`src/sv/lkfe_pkg.sv`:
```
// Shared types and constants for the ladder keypad frequency entry block.
// Holds the threshold ladder, key classes, codes and the result record.
// No dependencies.
package lkfe_pkg;

    localparam int SAMPLE_W = 10;
    localparam int FREQ_W   = 14;
    localparam int CFG_W    = 14;
    localparam int CFG_AW   = 2;
    localparam int LADDER_N = 15;

    // Register indexes of the configuration port
    localparam logic [CFG_AW-1:0] CFG_NO_KEY_LEVEL = 2'd0;
    localparam logic [CFG_AW-1:0] CFG_FREQ_MIN     = 2'd1;
    localparam logic [CFG_AW-1:0] CFG_FREQ_MAX     = 2'd2;

    localparam logic [SAMPLE_W-1:0] NO_KEY_LEVEL_RST = 10'd50;
    localparam logic [FREQ_W-1:0]   FREQ_MIN_RST     = 14'd10;
    localparam logic [FREQ_W-1:0]   FREQ_MAX_RST     = 14'd5000;

    // Key and digit codes
    localparam logic [3:0] KEY_STAR   = 4'd10;
    localparam logic [3:0] KEY_HASH   = 4'd11;
    localparam logic [3:0] BLANK_CODE = 4'd15;
    localparam logic [3:0] DIGIT_MAX  = 4'd9;
    localparam logic [3:0] DIGIT_ONE  = 4'd1;
    localparam logic [3:0] DIGIT_ZERO = 4'd0;

    // Waveform modes
    localparam logic [1:0] MODE_SINE   = 2'd0;
    localparam logic [1:0] MODE_RAMP   = 2'd1;
    localparam logic [1:0] MODE_SQUARE = 2'd2;
    localparam logic [1:0] MODE_DTMF   = 2'd3;

    localparam logic [FREQ_W-1:0] FREQ_RST      = 14'd10;
    localparam logic [FREQ_W-1:0] ENTRY_SAT_MAX = 14'd9999;

    typedef enum logic [2:0] {
        CLS_NONE,
        CLS_DIGIT,
        CLS_MODE,
        CLS_STAR,
        CLS_HASH
    } t_key_class;

    // Decoded key handed from the classifier to the entry logic
    typedef struct packed {
        t_key_class cls;
        logic [3:0] code;
    } t_key_evt;

    // One result item
    typedef struct packed {
        logic [3:0]        last_key;
        logic [1:0]        wave_mode;
        logic [FREQ_W-1:0] stored_freq;
        logic [FREQ_W-1:0] entry_value;
        logic [1:0]        entry_place;
        logic              commit_error;
    } t_result;

    // Descending ladder: first threshold the sample exceeds wins
    localparam logic [SAMPLE_W-1:0] LADDER_LIM [0:LADDER_N-1] = '{
        10'd600, 10'd400, 10'd280, 10'd240, 10'd200, 10'd170, 10'd145, 10'd131,
        10'd120, 10'd108, 10'd97,  10'd90,  10'd85,  10'd77,  10'd73
    };

    localparam t_key_class LADDER_CLS [0:LADDER_N-1] = '{
        CLS_DIGIT, CLS_DIGIT, CLS_DIGIT, CLS_MODE,
        CLS_DIGIT, CLS_DIGIT, CLS_DIGIT, CLS_MODE,
        CLS_DIGIT, CLS_DIGIT, CLS_DIGIT, CLS_MODE,
        CLS_STAR,  CLS_DIGIT, CLS_HASH
    };

    localparam logic [3:0] LADDER_CODE [0:LADDER_N-1] = '{
        4'd7, 4'd8, 4'd9, {2'b00, MODE_SINE},
        4'd4, 4'd5, 4'd6, {2'b00, MODE_RAMP},
        4'd1, 4'd2, 4'd3, {2'b00, MODE_SQUARE},
        KEY_STAR, 4'd0, KEY_HASH
    };

endpackage

```
`src/sv/ladder_keypad_frequency_entry.sv`:
```
// Top level of the ladder keypad frequency entry block.
// Uses lkfe_pkg, lkfe_classify and lkfe_entry.
//
// One keypad ADC sample per item in, one result item out. The block takes
// one item per clock while the result register is free or draining: a
// sample sits in an input register, passes through one combinational pass
// (ladder compare, buffer update, decimal parse of at most ENTRY_DIGITS
// places, limit test) and lands in the result register. While a result
// waits for the sink the input register still takes one item, then
// s_axis_tready stays low until the result drains.
// Configuration registers must only be written while no item is in flight.
module ladder_keypad_frequency_entry import lkfe_pkg::*; #(
    parameter int ENTRY_DIGITS = 4
) (
    input  logic              i_clk,
    input  logic              i_rst_n,
    // Configuration write port
    input  logic              i_cfg_wr_en,
    input  logic [CFG_AW-1:0] i_cfg_addr,
    input  logic [CFG_W-1:0]  i_cfg_wdata,
    // Sample stream in
    input  logic              s_axis_tvalid,
    output logic              s_axis_tready,
    input  logic [15:0]       s_axis_tdata,  // [9:0] adc_sample
    // Result stream out
    output logic              m_axis_tvalid,
    input  logic              m_axis_tready,
    // [3:0] last_key, [5:4] wave_mode, [19:6] stored_freq,
    // [33:20] entry_value, [35:34] entry_place, [36] commit_error
    output logic [39:0]       m_axis_tdata
);

    logic [SAMPLE_W-1:0] r_no_key_level;
    logic [FREQ_W-1:0]   r_freq_min;
    logic [FREQ_W-1:0]   r_freq_max;
    logic                r_in_valid;
    logic [SAMPLE_W-1:0] r_sample;
    logic                r_out_valid;
    t_result             r_out;
    logic                w_fire;
    t_key_evt            w_evt;
    t_result             w_res;

    // Configuration registers
    always_ff @(posedge i_clk) begin
        if (!i_rst_n) begin
            r_no_key_level <= NO_KEY_LEVEL_RST;
            r_freq_min     <= FREQ_MIN_RST;
            r_freq_max     <= FREQ_MAX_RST;
        end else if (i_cfg_wr_en) begin
            case (i_cfg_addr)
                CFG_NO_KEY_LEVEL: r_no_key_level <= i_cfg_wdata[SAMPLE_W-1:0];
                CFG_FREQ_MIN:     r_freq_min     <= i_cfg_wdata[FREQ_W-1:0];
                CFG_FREQ_MAX:     r_freq_max     <= i_cfg_wdata[FREQ_W-1:0];
                default: begin
                end
            endcase
        end
    end

    // Process the held item when the result register is free or draining
    assign w_fire        = r_in_valid && (!r_out_valid || m_axis_tready);
    assign s_axis_tready = !r_in_valid || w_fire;

    // Input register
    always_ff @(posedge i_clk) begin
        if (!i_rst_n) begin
            r_in_valid <= 1'b0;
        end else if (s_axis_tready) begin
            r_in_valid <= s_axis_tvalid;
        end
    end

    always_ff @(posedge i_clk) begin
        if (s_axis_tvalid && s_axis_tready) begin
            r_sample <= s_axis_tdata[SAMPLE_W-1:0];
        end
    end

    lkfe_classify u_classify (
        .i_sample       (r_sample),
        .i_no_key_level (r_no_key_level),
        .o_evt          (w_evt)
    );

    lkfe_entry #(
        .ENTRY_DIGITS (ENTRY_DIGITS)
    ) u_entry (
        .i_clk      (i_clk),
        .i_rst_n    (i_rst_n),
        .i_fire     (w_fire),
        .i_evt      (w_evt),
        .i_freq_min (r_freq_min),
        .i_freq_max (r_freq_max),
        .o_res      (w_res)
    );

    // Result register
    always_ff @(posedge i_clk) begin
        if (!i_rst_n) begin
            r_out_valid <= 1'b0;
        end else if (w_fire) begin
            r_out_valid <= 1'b1;
        end else if (m_axis_tready) begin
            r_out_valid <= 1'b0;
        end
    end

    always_ff @(posedge i_clk) begin
        if (w_fire) begin
            r_out <= w_res;
        end
    end

    assign m_axis_tvalid = r_out_valid;
    assign m_axis_tdata  = {3'b000, r_out.commit_error, r_out.entry_place,
                            r_out.entry_value, r_out.stored_freq,
                            r_out.wave_mode, r_out.last_key};

endmodule

```
`src/sv/lkfe_classify.sv`:
```
// Key classifier: maps one ladder sample to a key class and code.
// Depends on lkfe_pkg for the threshold ladder.
module lkfe_classify import lkfe_pkg::*; (
    input  logic [SAMPLE_W-1:0] i_sample,
    input  logic [SAMPLE_W-1:0] i_no_key_level,
    output t_key_evt            o_evt
);

    // Priority search: walk the ladder bottom up so the highest step wins
    always_comb begin
        o_evt.cls  = CLS_MODE;
        o_evt.code = {2'b00, MODE_DTMF};
        for (int i = LADDER_N - 1; i >= 0; i--) begin
            if (i_sample > LADDER_LIM[i]) begin
                o_evt.cls  = LADDER_CLS[i];
                o_evt.code = LADDER_CODE[i];
            end
        end
        if (i_sample < i_no_key_level) begin
            o_evt.cls  = CLS_NONE;
            o_evt.code = DIGIT_ZERO;
        end
    end

endmodule

```
`src/sv/lkfe_entry.sv`:
```
// Entry state: digit buffer, write place, last key, mode and stored frequency.
// Applies one decoded key per fire and forms the result. Depends on lkfe_pkg.
module lkfe_entry import lkfe_pkg::*; #(
    parameter int ENTRY_DIGITS = 4
) (
    input  logic              i_clk,
    input  logic              i_rst_n,
    input  logic              i_fire,
    input  t_key_evt          i_evt,
    input  logic [FREQ_W-1:0] i_freq_min,
    input  logic [FREQ_W-1:0] i_freq_max,
    output t_result           o_res
);

    localparam int PLACE_W = $clog2(ENTRY_DIGITS);
    localparam int VAL_W   = $clog2(10 ** ENTRY_DIGITS);
    localparam int CMP_W   = (VAL_W > FREQ_W) ? VAL_W : FREQ_W;
    localparam logic [PLACE_W-1:0] LAST_PLACE = PLACE_W'(ENTRY_DIGITS - 1);

    logic [3:0]         r_buf [ENTRY_DIGITS];
    logic [3:0]         n_buf [ENTRY_DIGITS];
    logic [3:0]         w_default_buf [ENTRY_DIGITS];
    logic [PLACE_W-1:0] r_place, n_place;
    logic [3:0]         r_key, n_key;
    logic [1:0]         r_mode, n_mode;
    logic [FREQ_W-1:0]  r_freq, n_freq;
    logic [VAL_W-1:0]   r_value, n_value;
    logic               w_err;
    logic               w_stop;
    logic [CMP_W-1:0]   w_val_ext, w_new_ext, w_min_ext, w_max_ext;
    logic [PLACE_W+1:0] w_place_ext;

    // Buffer contents after reset or star: "10" then blanks
    always_comb begin
        for (int i = 0; i < ENTRY_DIGITS; i++) begin
            if (i == 0) begin
                w_default_buf[i] = DIGIT_ONE;
            end else if (i == 1) begin
                w_default_buf[i] = DIGIT_ZERO;
            end else begin
                w_default_buf[i] = BLANK_CODE;
            end
        end
    end

    assign w_val_ext = CMP_W'(r_value);
    assign w_min_ext = CMP_W'(i_freq_min);
    assign w_max_ext = CMP_W'(i_freq_max);

    // Apply the decoded key
    always_comb begin
        n_buf   = r_buf;
        n_place = r_place;
        n_key   = r_key;
        n_mode  = r_mode;
        n_freq  = r_freq;
        w_err   = 1'b0;
        case (i_evt.cls)
            CLS_DIGIT: begin
                n_key          = i_evt.code;
                n_buf[r_place] = i_evt.code;
                if (r_place != LAST_PLACE) begin
                    n_place = r_place + 1'b1;
                end
            end
            CLS_MODE: begin
                n_mode = i_evt.code[1:0];
            end
            CLS_STAR: begin
                n_key   = KEY_STAR;
                n_buf   = w_default_buf;
                n_place = '0;
            end
            CLS_HASH: begin
                n_key   = KEY_HASH;
                n_place = '0;
                if (w_val_ext >= w_min_ext && w_val_ext <= w_max_ext) begin
                    n_freq = w_val_ext[FREQ_W-1:0];
                end else begin
                    w_err = 1'b1;
                end
            end
            default: begin
            end
        endcase
    end

    // Decimal value of the leading digits; stop at the first blank
    always_comb begin
        w_stop  = 1'b0;
        n_value = '0;
        for (int i = 0; i < ENTRY_DIGITS; i++) begin
            if (!w_stop) begin
                if (n_buf[i] > DIGIT_MAX) begin
                    w_stop = 1'b1;
                end else begin
                    n_value = VAL_W'(n_value * 10) + VAL_W'(n_buf[i]);
                end
            end
        end
    end

    // Hold state between items, advance on fire
    always_ff @(posedge i_clk) begin
        if (!i_rst_n) begin
            r_buf   <= w_default_buf;
            r_place <= '0;
            r_key   <= DIGIT_ONE;
            r_mode  <= MODE_SINE;
            r_freq  <= FREQ_RST;
            r_value <= VAL_W'(10);
        end else if (i_fire) begin
            r_buf   <= n_buf;
            r_place <= n_place;
            r_key   <= n_key;
            r_mode  <= n_mode;
            r_freq  <= n_freq;
            r_value <= n_value;
        end
    end

    // Result: state after this item, entry value clamped to four digits
    assign w_new_ext   = CMP_W'(n_value);
    assign w_place_ext = (PLACE_W + 2)'(n_place);

    always_comb begin
        o_res.last_key     = n_key;
        o_res.wave_mode    = n_mode;
        o_res.stored_freq  = n_freq;
        o_res.entry_place  = w_place_ext[1:0];
        o_res.commit_error = w_err;
        if (w_new_ext > CMP_W'(ENTRY_SAT_MAX)) begin
            o_res.entry_value = ENTRY_SAT_MAX;
        end else begin
            o_res.entry_value = w_new_ext[FREQ_W-1:0];
        end
    end

endmodule
```
`config.mk`:
```
export PLATFORM = sky130hd
export DESIGN_NAME = ladder_keypad_frequency_entry
export DESIGN_NICKNAME = d
export VERILOG_FILES = /design/src/sv/lkfe_pkg.sv /design/src/sv/ladder_keypad_frequency_entry.sv /design/src/sv/lkfe_classify.sv /design/src/sv/lkfe_entry.sv
export SDC_FILE = /design/constraint.sdc
export NUM_CORES = 1
export LEC_CHECK = 0
export BUFFER_PORTS_ARGS = -buffer_cell sky130_fd_sc_hd__buf_4
export CAP_MARGIN = 20
export CELL_PAD_IN_SITES_DETAIL_PLACEMENT = 0
export CELL_PAD_IN_SITES_GLOBAL_PLACEMENT = 1
export CORE_MARGIN = 4
export CORE_UTILIZATION = 30
export CTS_CLUSTER_SIZE = 8
export DETAILED_ROUTE_END_ITERATION = 8
export PLACE_DENSITY = 0.57
export SYNTH_ARGS = -nofsm -noshare
export SYNTH_HDL_FRONTEND = slang
export SYNTH_HIERARCHICAL = 1
export SYNTH_SLANG_ARGS = --single-unit
```
`constraint.sdc`:
```
create_clock -name i_clk -period 10.4 [get_ports i_clk]
set_input_delay 2.6 -clock i_clk [delete_from_list [all_inputs] [get_ports i_clk]]
set_output_delay 2.6 -clock i_clk [all_outputs]
set_load 0.005 [all_outputs]
```
Word level (Yosys, flattened, before mapping)
Index checks and enable logic that the tools add are counted.

storage, ports and cells
  logic and storage cells = 116
  bits in registers = 139

operators by class
  equality and inequality tests = 7
  bitwise operators = 1
  $mul = 3
  order comparisons = 25
  reduce and logical (&&, ||, !) cells = 14
  multiplexer cells = 41
  add/sub/neg operators = 4

operator list
  cell                   number
  $mux 14                8
  $mux 7                 16
  $gt 10x7->1 const B    7
  $gt 10x8->1 const B    5
  $add 14x4->14          3
  $pmux 16 s2            1
  $mul 14x3->13 const B  2
  $gt 10x9->1 const B    2
  $bwmux 16              1
  $gt 4x4->1 const B     4
  $ge 14x14->1           1
  $gt 14x14->1 const B   1
  $le 14x14->1           1
  $pmux 4 s3             1
  $gt 10x10->1 const B   1
  $lt 10x10->1           1
  $demux 4 s2            1
  $mux 1                 8
  $mux 4                 2
  $mul 4x3->7 const B    1
  $eq 3x2->1 const B     2
  $reduce_and 2->1       3
  $logic_and 1x1->1      4
  $mux 2                 2
  other kinds (15)       17

Longest topological paths before layout
Gate-level depths: netlist of the first run.

  depth in word-level cells = 34
  depth in mapped cells = 41
  depth with buffers taken out = 38

Cells and area by module
The synthesis of the first run kept the hierarchy.

by module, submodules not included
  module                         instances  cells an instance  area an instance (um^2)  sequential area each (um^2)
  lkfe_entry                     1          704                5,713.0                  1,041.0
  ladder_keypad_frequency_entry  1          215                3,055.4                  2,212.1
  lkfe_classify                  1          126                828.3                    0.0

Worst setup path after synthesis of the first run
No wires, ideal clock.

  path type = reg-to-reg
  start point = register r_sample[2]
  end point = register r_out, in the netlist m_axis_tdata[25] (data pin)
  clock period less this slack = 8,844 ps
  required time = 10,145 ps
  slack = 1,556 ps
  stages on the path, launching flop included = 39
  library setup time = 255 ps
  arrival time = 8,589 ps
  buffers on the path = 3
  cells stage by stage = edfxtp_1 > ha_1 > a21o_1 > a31oi_1 > o21ai_0 > a221oi_1 > nor3_1 > buf_6 > nor3b_1 > buf_2 > nand4b_1 > a22o_1 > o221ai_1 > inv_1 > ha_1 > fa_1 > xnor2_1 > a211oi_1 > [3 not listed] > a211oi_1 > nor2_1 > xor2_1 > nand3_1 > xor2_1 > nor2_1 > ha_1 > ha_1 > or3_1 > nor2_1 > a2bb2oi_1 > xor2_1 > or4_1 > a21oi_1 > o21ai_0 > and2_1 > buf_2 > a31o_1

RTL lines
  what                    line                                  RTL
  start, declared         ladder_keypad_frequency_entry.sv:37   logic [SAMPLE_W-1:0] r_sample;
  start signal, assigned  ladder_keypad_frequency_entry.sv:76   r_sample <= s_axis_tdata[SAMPLE_W-1:0];
  end signal, assigned    ladder_keypad_frequency_entry.sv:111  r_out <= w_res;
  end, declared           ladder_keypad_frequency_entry.sv:39   t_result r_out;

==> results of run 1 <==
==> state kept, by name, summed over array words and instances (netlist names) <==
name             count
u_entry/r_freq      14
m_axis_tvalid        1
r_in_valid           1
r_freq_max          14
u_entry/r_place      2
m_axis_tdata        37
u_entry/r_buf       16
r_no_key_level      10
u_entry/r_mode       2
u_entry/r_key        4
u_entry/r_value     14
r_freq_min          14
r_sample            10
==> power by group through the flow <==
stage	clock (W)	combinational [W]	sequential [W]
after floorplan	0	0.000567	0.000612
after global placement	0	0.000779	0.000622
after detailed placement	0	0.000781	0.000622
after CTS	0.000674	0.000786	0.000610
after global routing	0.000697	0.000885	0.000612
final	0.000656	0.000789	0.000608
==> cell usage after synthesis, types with 16 or more instances <==
| master | count | area [um^2] |
|---|---|---|
| nand2_1 | 116 | 435 |
| dfxtp_1 | 92 | 1840 |
| ha_1 | 83 | 1040 |
| inv_1 | 77 | 289 |
| mux2i_1 | 74 | 741 |
| nor2_1 | 56 | 210 |
| edfxtp_1 | 47 | 1410 |
| o21ai_0 | 43 | 215 |
| nor2b_1 | 42 | 263 |
| a21oi_1 | 40 | 200 |
| clkbuf_1 | 23 | 86.3 |
| mux2_2 | 20 | 225 |
| nand3_1 | 20 | 100 |
| xor2_1 | 20 | 175 |
| a21o_1 | 17 | 128 |
| o211ai_1 | 16 | 120 |
==> routing by layer <==
layer / GRT usage (%) / share of wire (%)
met5: 0 / 0
met4: 2.67 / 0.58
met3: 2.35 / 2.5
met2: 22.0 / 44
met1: 20.5 / 53
==> worst max-delay path by stage <==
stage                     start          endpoint  slack (ps)
floorplan           r_sample[2]  m_axis_tdata[25]        1560
global placement    r_sample[7]  m_axis_tdata[24]         390
detailed placement  r_sample[1]  m_axis_tdata[22]         600
CTS                 r_sample[1]  m_axis_tdata[22]         470
global route        r_sample[1]  m_axis_tdata[22]         120
finish              r_sample[1]  m_axis_tdata[22]         730
==> worst max-delay path, delay by kind of cell (launching register included) <==
| family | cells | cell delay, ps |
|---|---|---|
| and+or+nand+nor | 9 | 2400 |
| xor gates and xnor gates | 4 | 840 |
| AOI/OAI and AO/OA | 12 | 3020 |
| buffers and inverters | 4 | 710 |
| adders and majority gates | 6 | 1860 |
| DFF | 1 | 550 |
==> cells by family after synthesis <==
group,Yosys count,synth area share (%)
xor+xnor,30,2.74
buf+inv,135,6.60
simple gates,330,17.8
flops,139,33.9
compound gates,226,16.8
other cells,2,0.0783
fa+ha+maj,88,11.9
mux,95,10.2
==> final cells by class <==
type | count | area [um^2]
multi-input combinational | 773 | 5760
inverter | 80 | 300
fill | 3285 | 20200
clock inverter | 14 | 191
clock buffer | 18 | 429
sequential | 139 | 3250
timing repair buffer | 127 | 953
tap | 402 | 503
==> through the flow <==
step / total power (W) / setup slack (ps) / instances
floorplan: 0.00118 / 1560 / 1047
global placement: 0.00140 / 393 / 1512
detailed placement: 0.00140 / 596 / 1512
CTS: 0.00207 / 465 / 1544
global route: 0.00219 / 119 / 1553
finish: 0.00205 / 727 / 1553
==> repair_timing <==
item,CTS,global route
resized for setup,0,7
endpoints found under the setup margin,0,17
buffers inserted,0,9
==> run metrics, run 1 <==
critical path arrival 9840 ps; final slew viol count 0; Synth Cell Area 9600 um^2; cell area after layout roughly 11000 um^2; dpl hpwl 18400 um; R2R cell count 35; unrepaired setup endpoints after global routing no; drt total wl 24800 um; min Tclk post-route 9670 ps; register area share after synthesis 33.9%; clock sink count 139; # DRC 0; worst hold start r_freq_min[11]; DIE HEIGHT 187 um; DR vias/cell 4.94; Clock Latency Late Sink 430 ps; Setup Skew 21.5 ps; fraction of layout cells with a size suffix above 1 18.6%; Num CTS Buffers 17; Total Routing Usage GR about 14%; synth unique cells 90; H-tree levels 4; number of global-route vias before repair 7469; n_diodes 0; Logic pwr share about two fifths; CTS tree done; switching share of power around a third; commonest non-fill, non-tap cell in the layout buf_4; Post-DP Area 10700 um^2; Post-CTS Hold Buffers 0; Clock power frac 31.9%; Site Rows 65; HP Class flip-flop to flip-flop; period utilisation layout 93.0%; Reg-to-Reg End m_axis_tdata[22]; Nets between 1000 and 1500; R2R Setup Slk 730 ps; critical path class flip-flop to flip-flop; #FFs+latches synth about 140; Setup Viol. Count Final 0; CP startpoint kind flip-flop; P&R area growth vs syn 18.7%; Final ANT Viol Nets 0; largest net degree at the start of global routing around 110; EDFF count, synth 47; die area 34900 um^2; First DRT Iteration DRCs around 400; Main synth FF type dfxtp_1; CP endpoint kind flip-flop; Flop pwr share around 30%; Hold Crit Depth 2; Hold Vio Cnt, Final 0; NetSw 0.000708 W; GPL Wtd Cong 0.797; maximum vdd drop approximately 0.12 mV; CP max stage delay ~550 ps; initial antenna violation count 0; Max-Cap Viols 0; first-pass detailed-route iteration total 5; IO buf count 69; crit path max fanout 11; most frequent cells in the layout buf_4 (127), nand2_1 (116), dfxtp_1 (92); GR Overflow Total 0; crit path max-delay cell type edfxtp_1; Max Fclk 103 MHz; static leakage between 4 and 5 nW; most used cell, CP ha_1; hold endpoint r_freq_min[11]; reg2reg start r_sample[1]; Min Hold Slack approximately 460 ps; Initial Util 30.4%; CTS Buffer Depth 2; global-route wire length before repair 40300 um; Worst-Margin Slew roughly 1100 ps; Post-synth ARST share 0%; worst path required time 10570 ps; Syn Area/Cell 9.18 um^2; setup TNS 0 ps; IO Pins between 70 and 80; DR vias between 7000 and 8000; synthesized instance count 1045; Die X ~190 um; CORE AREA 31600 um^2; Final Core Density 36.1%; Internal 0.00134 W; power per cell area between 150 and 200 nW/um^2; Clock Root Buffer clkbuf_16; wire per inst approximately 16 um; status complete, no violations; normalized max-slew margin 29.3%; CTS clk-pin slew, worst paths 70 ps; synth warn 6
(Power assumes the default switching activity.)
==> inputs of run 2 (changes only) <==
--- a/config.mk
+++ b/config.mk
@@ -13,7 +13,7 @@
 export CORE_UTILIZATION = 30
 export CTS_CLUSTER_SIZE = 8
 export DETAILED_ROUTE_END_ITERATION = 8
-export PLACE_DENSITY = 0.57
+export PLACE_DENSITY = 0.66
 export SYNTH_ARGS = -nofsm -noshare
 export SYNTH_HDL_FRONTEND = slang
 export SYNTH_HIERARCHICAL = 1
==> run 2 against run 1 <==
  * Critical path depth is the same
  * Clock power is 3.2% lower
  * Clock-buffer cell count fell by 1
  * Sequential share of layout area up 0.48 points
  * Clock skew down 9.9 ps
  * Via count up 0.29%
  * Combinational power is 3.4% lower
  * Setup slack worse by 40 ps
  * Utilization is 0.59 points lower
  * Sequential cell count did not move
  * Largest cell class unchanged
  * Highest routed layer unchanged
==> run metrics, run 2 (same netlist as run 1, synthesis figures left out) <==
static leakage 4.70 nW (-2.6%); Initial Util 30.4% (unchanged); number of global-route vias before repair 7561 (+1.2%); reg2reg start r_sample[5]; Die X 187 um (unchanged); Nets 1238 (-2.0%); Reg-to-Reg End m_axis_tdata[22]; critical path arrival 10010 ps (+170 ps); fill count 3226 (-1.8%); initial antenna violation count 0 (unchanged); global-route wire length before repair 40000 um (-0.65%); routed wl met3 622 um (+1.5%); critical path depth 35 (unchanged); CTS clk-pin slew, worst paths 70 ps (about the same); First DRT Iteration DRCs 363 (-8.6%); most used cell, CP ha_1; drt total wl 24100 um (-2.7%); dpl hpwl 17800 um (-2.9%); Total Routing Usage GR 13.8% (-0.18 points); Finished Layout Cells 1528 (-1.6%); CTS tree done; Cells after DPL 1490 (-1.5%); CP startpoint kind flip-flop; Clock Root Buffer clkbuf_16; R2R cell count 35 (unchanged); CP endpoint kind flip-flop; # DRC 0 (unchanged); IO buf count 69 (unchanged); Num CTS Buffers 17 (unchanged); Worst-Margin Slew 1030 ps (-31.3 ps); GR Overflow Total 0 (unchanged); Bufs and invs on worst path 3 (-1); DR vias 7688 (+0.29%); GPL Wtd Cong 0.793 (-0.43%); H-tree levels 4 (unchanged); first-pass detailed-route iteration total 5 (unchanged); Post-Route M1 WL 12300 um (-5.6%); crit path max-delay cell type edfxtp_1; CP top delay family compound AO/OA/AOI/OAI gates; die area 34900 um^2 (unchanged); Storage cell area 3250 um^2 (unchanged); Largest register FFs 37 (unchanged); crit path to m_axis_tdata[22]; setup slack after layout 687 ps (-40.4 ps); Max-Cap Viols 0 (unchanged); maximum vdd drop 0.116 mV (-0.87%); worst path required time 10700 ps (+130 ps); CP max stage delay 620 ps (+70 ps); HP Class flip-flop to flip-flop; Setup Skew 11.5 ps (-9.93 ps); P&R area growth vs syn 16.7%; met2 WL 10900 um (-0.78%); Max Fclk 103 MHz (-0.41%); clock sink count 139 (unchanged); power per cell area 179 nW/um^2 (-0.57%); IO Pins 79 (unchanged); area of the multi-input gates 5750 um^2 (-0.11%); Setup Viol. Count Final 0 (unchanged); most frequent cells in the layout nand2_1 (116), buf_4 (100), dfxtp_1 (92); Site Rows 65 (unchanged); fraction of layout cells with a size suffix above 1 16.9% (-1.7 points); Final ANT Viol Nets 0 (unchanged); worst slack at placement 303 ps (-293 ps); Clock Latency Late Sink 430 ps (about the same); DR vias/cell 5.03 (+1.9%); Hold Vio Cnt, Final 0 (unchanged); n_diodes 0 (unchanged); R2R Setup Slk 690 ps (-40 ps); critical path class flip-flop to flip-flop; Worst Setup SP r_sample[5]; DR top layer met4; min Tclk post-route 9710 ps (+40.4 ps); DIE HEIGHT 187 um (unchanged); CTS Buffer Depth 2 (unchanged); crit path max fanout 16 (+5); final slew viol count 0 (unchanged); period utilisation layout 93.4% (+0.39 points); status complete, no violations; largest net degree at the start of global routing 109 (unchanged); commonest non-fill, non-tap cell in the layout nand2_1; CORE AREA 31600 um^2 (unchanged); normalized max-slew margin 31.4% (+2.1 points); wire per inst 15.8 um (-1.1%)
[run 2: per-stage QoR]
step | cell area, um^2 | hold WS, ps | utilization, % | setup TNS, ps | power [W]
finish | 11200 | 455 | 35.5 | 0 | 0.00201
global route | 11200 | 477 | 35.5 | -3.34 | 0.00216
CTS | 11100 | 458 | 35.2 | 0 | 0.00202
detailed placement | 10500 | 449 | 33.3 | 0 | 0.00138
global placement | 10500 | 445 | 33.3 | 0 | 0.00137
floorplan | 9600 | 435 | - | 0 | 0.00118
[run 2: report_power, final]
part / switching [W] / total [W] / internal [W]
combinational: 0.000435 / 0.000762 / 0.000327
clock: 0.000254 / 0.000635 / 0.000381
sequential: 0.0000218 / 0.000611 / 0.000589
total: 0.000711 / 0.00201 / 0.00130
[run 2: worst reg2reg max path: cells and delay by family, from the launching register on]
family	cells	cell delay, ps
AO/OA/AOI/OAI	10	2810
XOR/XNOR	5	1000
adder cells (fa/ha/maj)	7	2040
buffers and inverters	3	500
flip-flops	1	620
multiplexers	1	300
AND/OR/NAND/NOR	9	2320
[run 2: layout make-up]
cell class | instances | area share (%)
timing repair buffer | 102 | 6.98
sequential | 139 | 29.0
clock inverter | 15 | 1.65
multi-input combinational | 773 | 51.4
tap | 402 | 4.49
inverter | 80 | 2.68
clock buffer | 17 | 3.80
[run 2: worst min path at each step]
| stage | start | to | cells after the start |
|---|---|---|---|
| 2_1_floorplan | r_freq_max[10] | r_freq_max[10] | 2 |
| 3_3_place_gp | r_freq_min[12] | r_freq_min[12] | 2 |
| 3_5_place_dp | r_no_key_level[3] | r_no_key_level[3] | 2 |
| 4_1_cts | r_no_key_level[3] | r_no_key_level[3] | 2 |
| 5_1_grt | r_no_key_level[3] | r_no_key_level[3] | 2 |
| 6_report | r_no_key_level[3] | r_no_key_level[3] | 2 |
[run 2: timing repair]
action                                  CTS  global route
hold buffers                              0             0
buffers inserted                          0             6
endpoints found under the setup margin    0            16
gates resized for setup                   0             7
[run 2: per-layer routing]
| layer | track usage (%) | vias up |
|---|---|---|
| met1 | 19.7 | 3673 |
| li1 | - | 3885 |
| met4 | 3.01 | 0 |
| met2 | 22.0 | 106 |
| met5 | 0 | - |
| met3 | 2.48 | 24 |
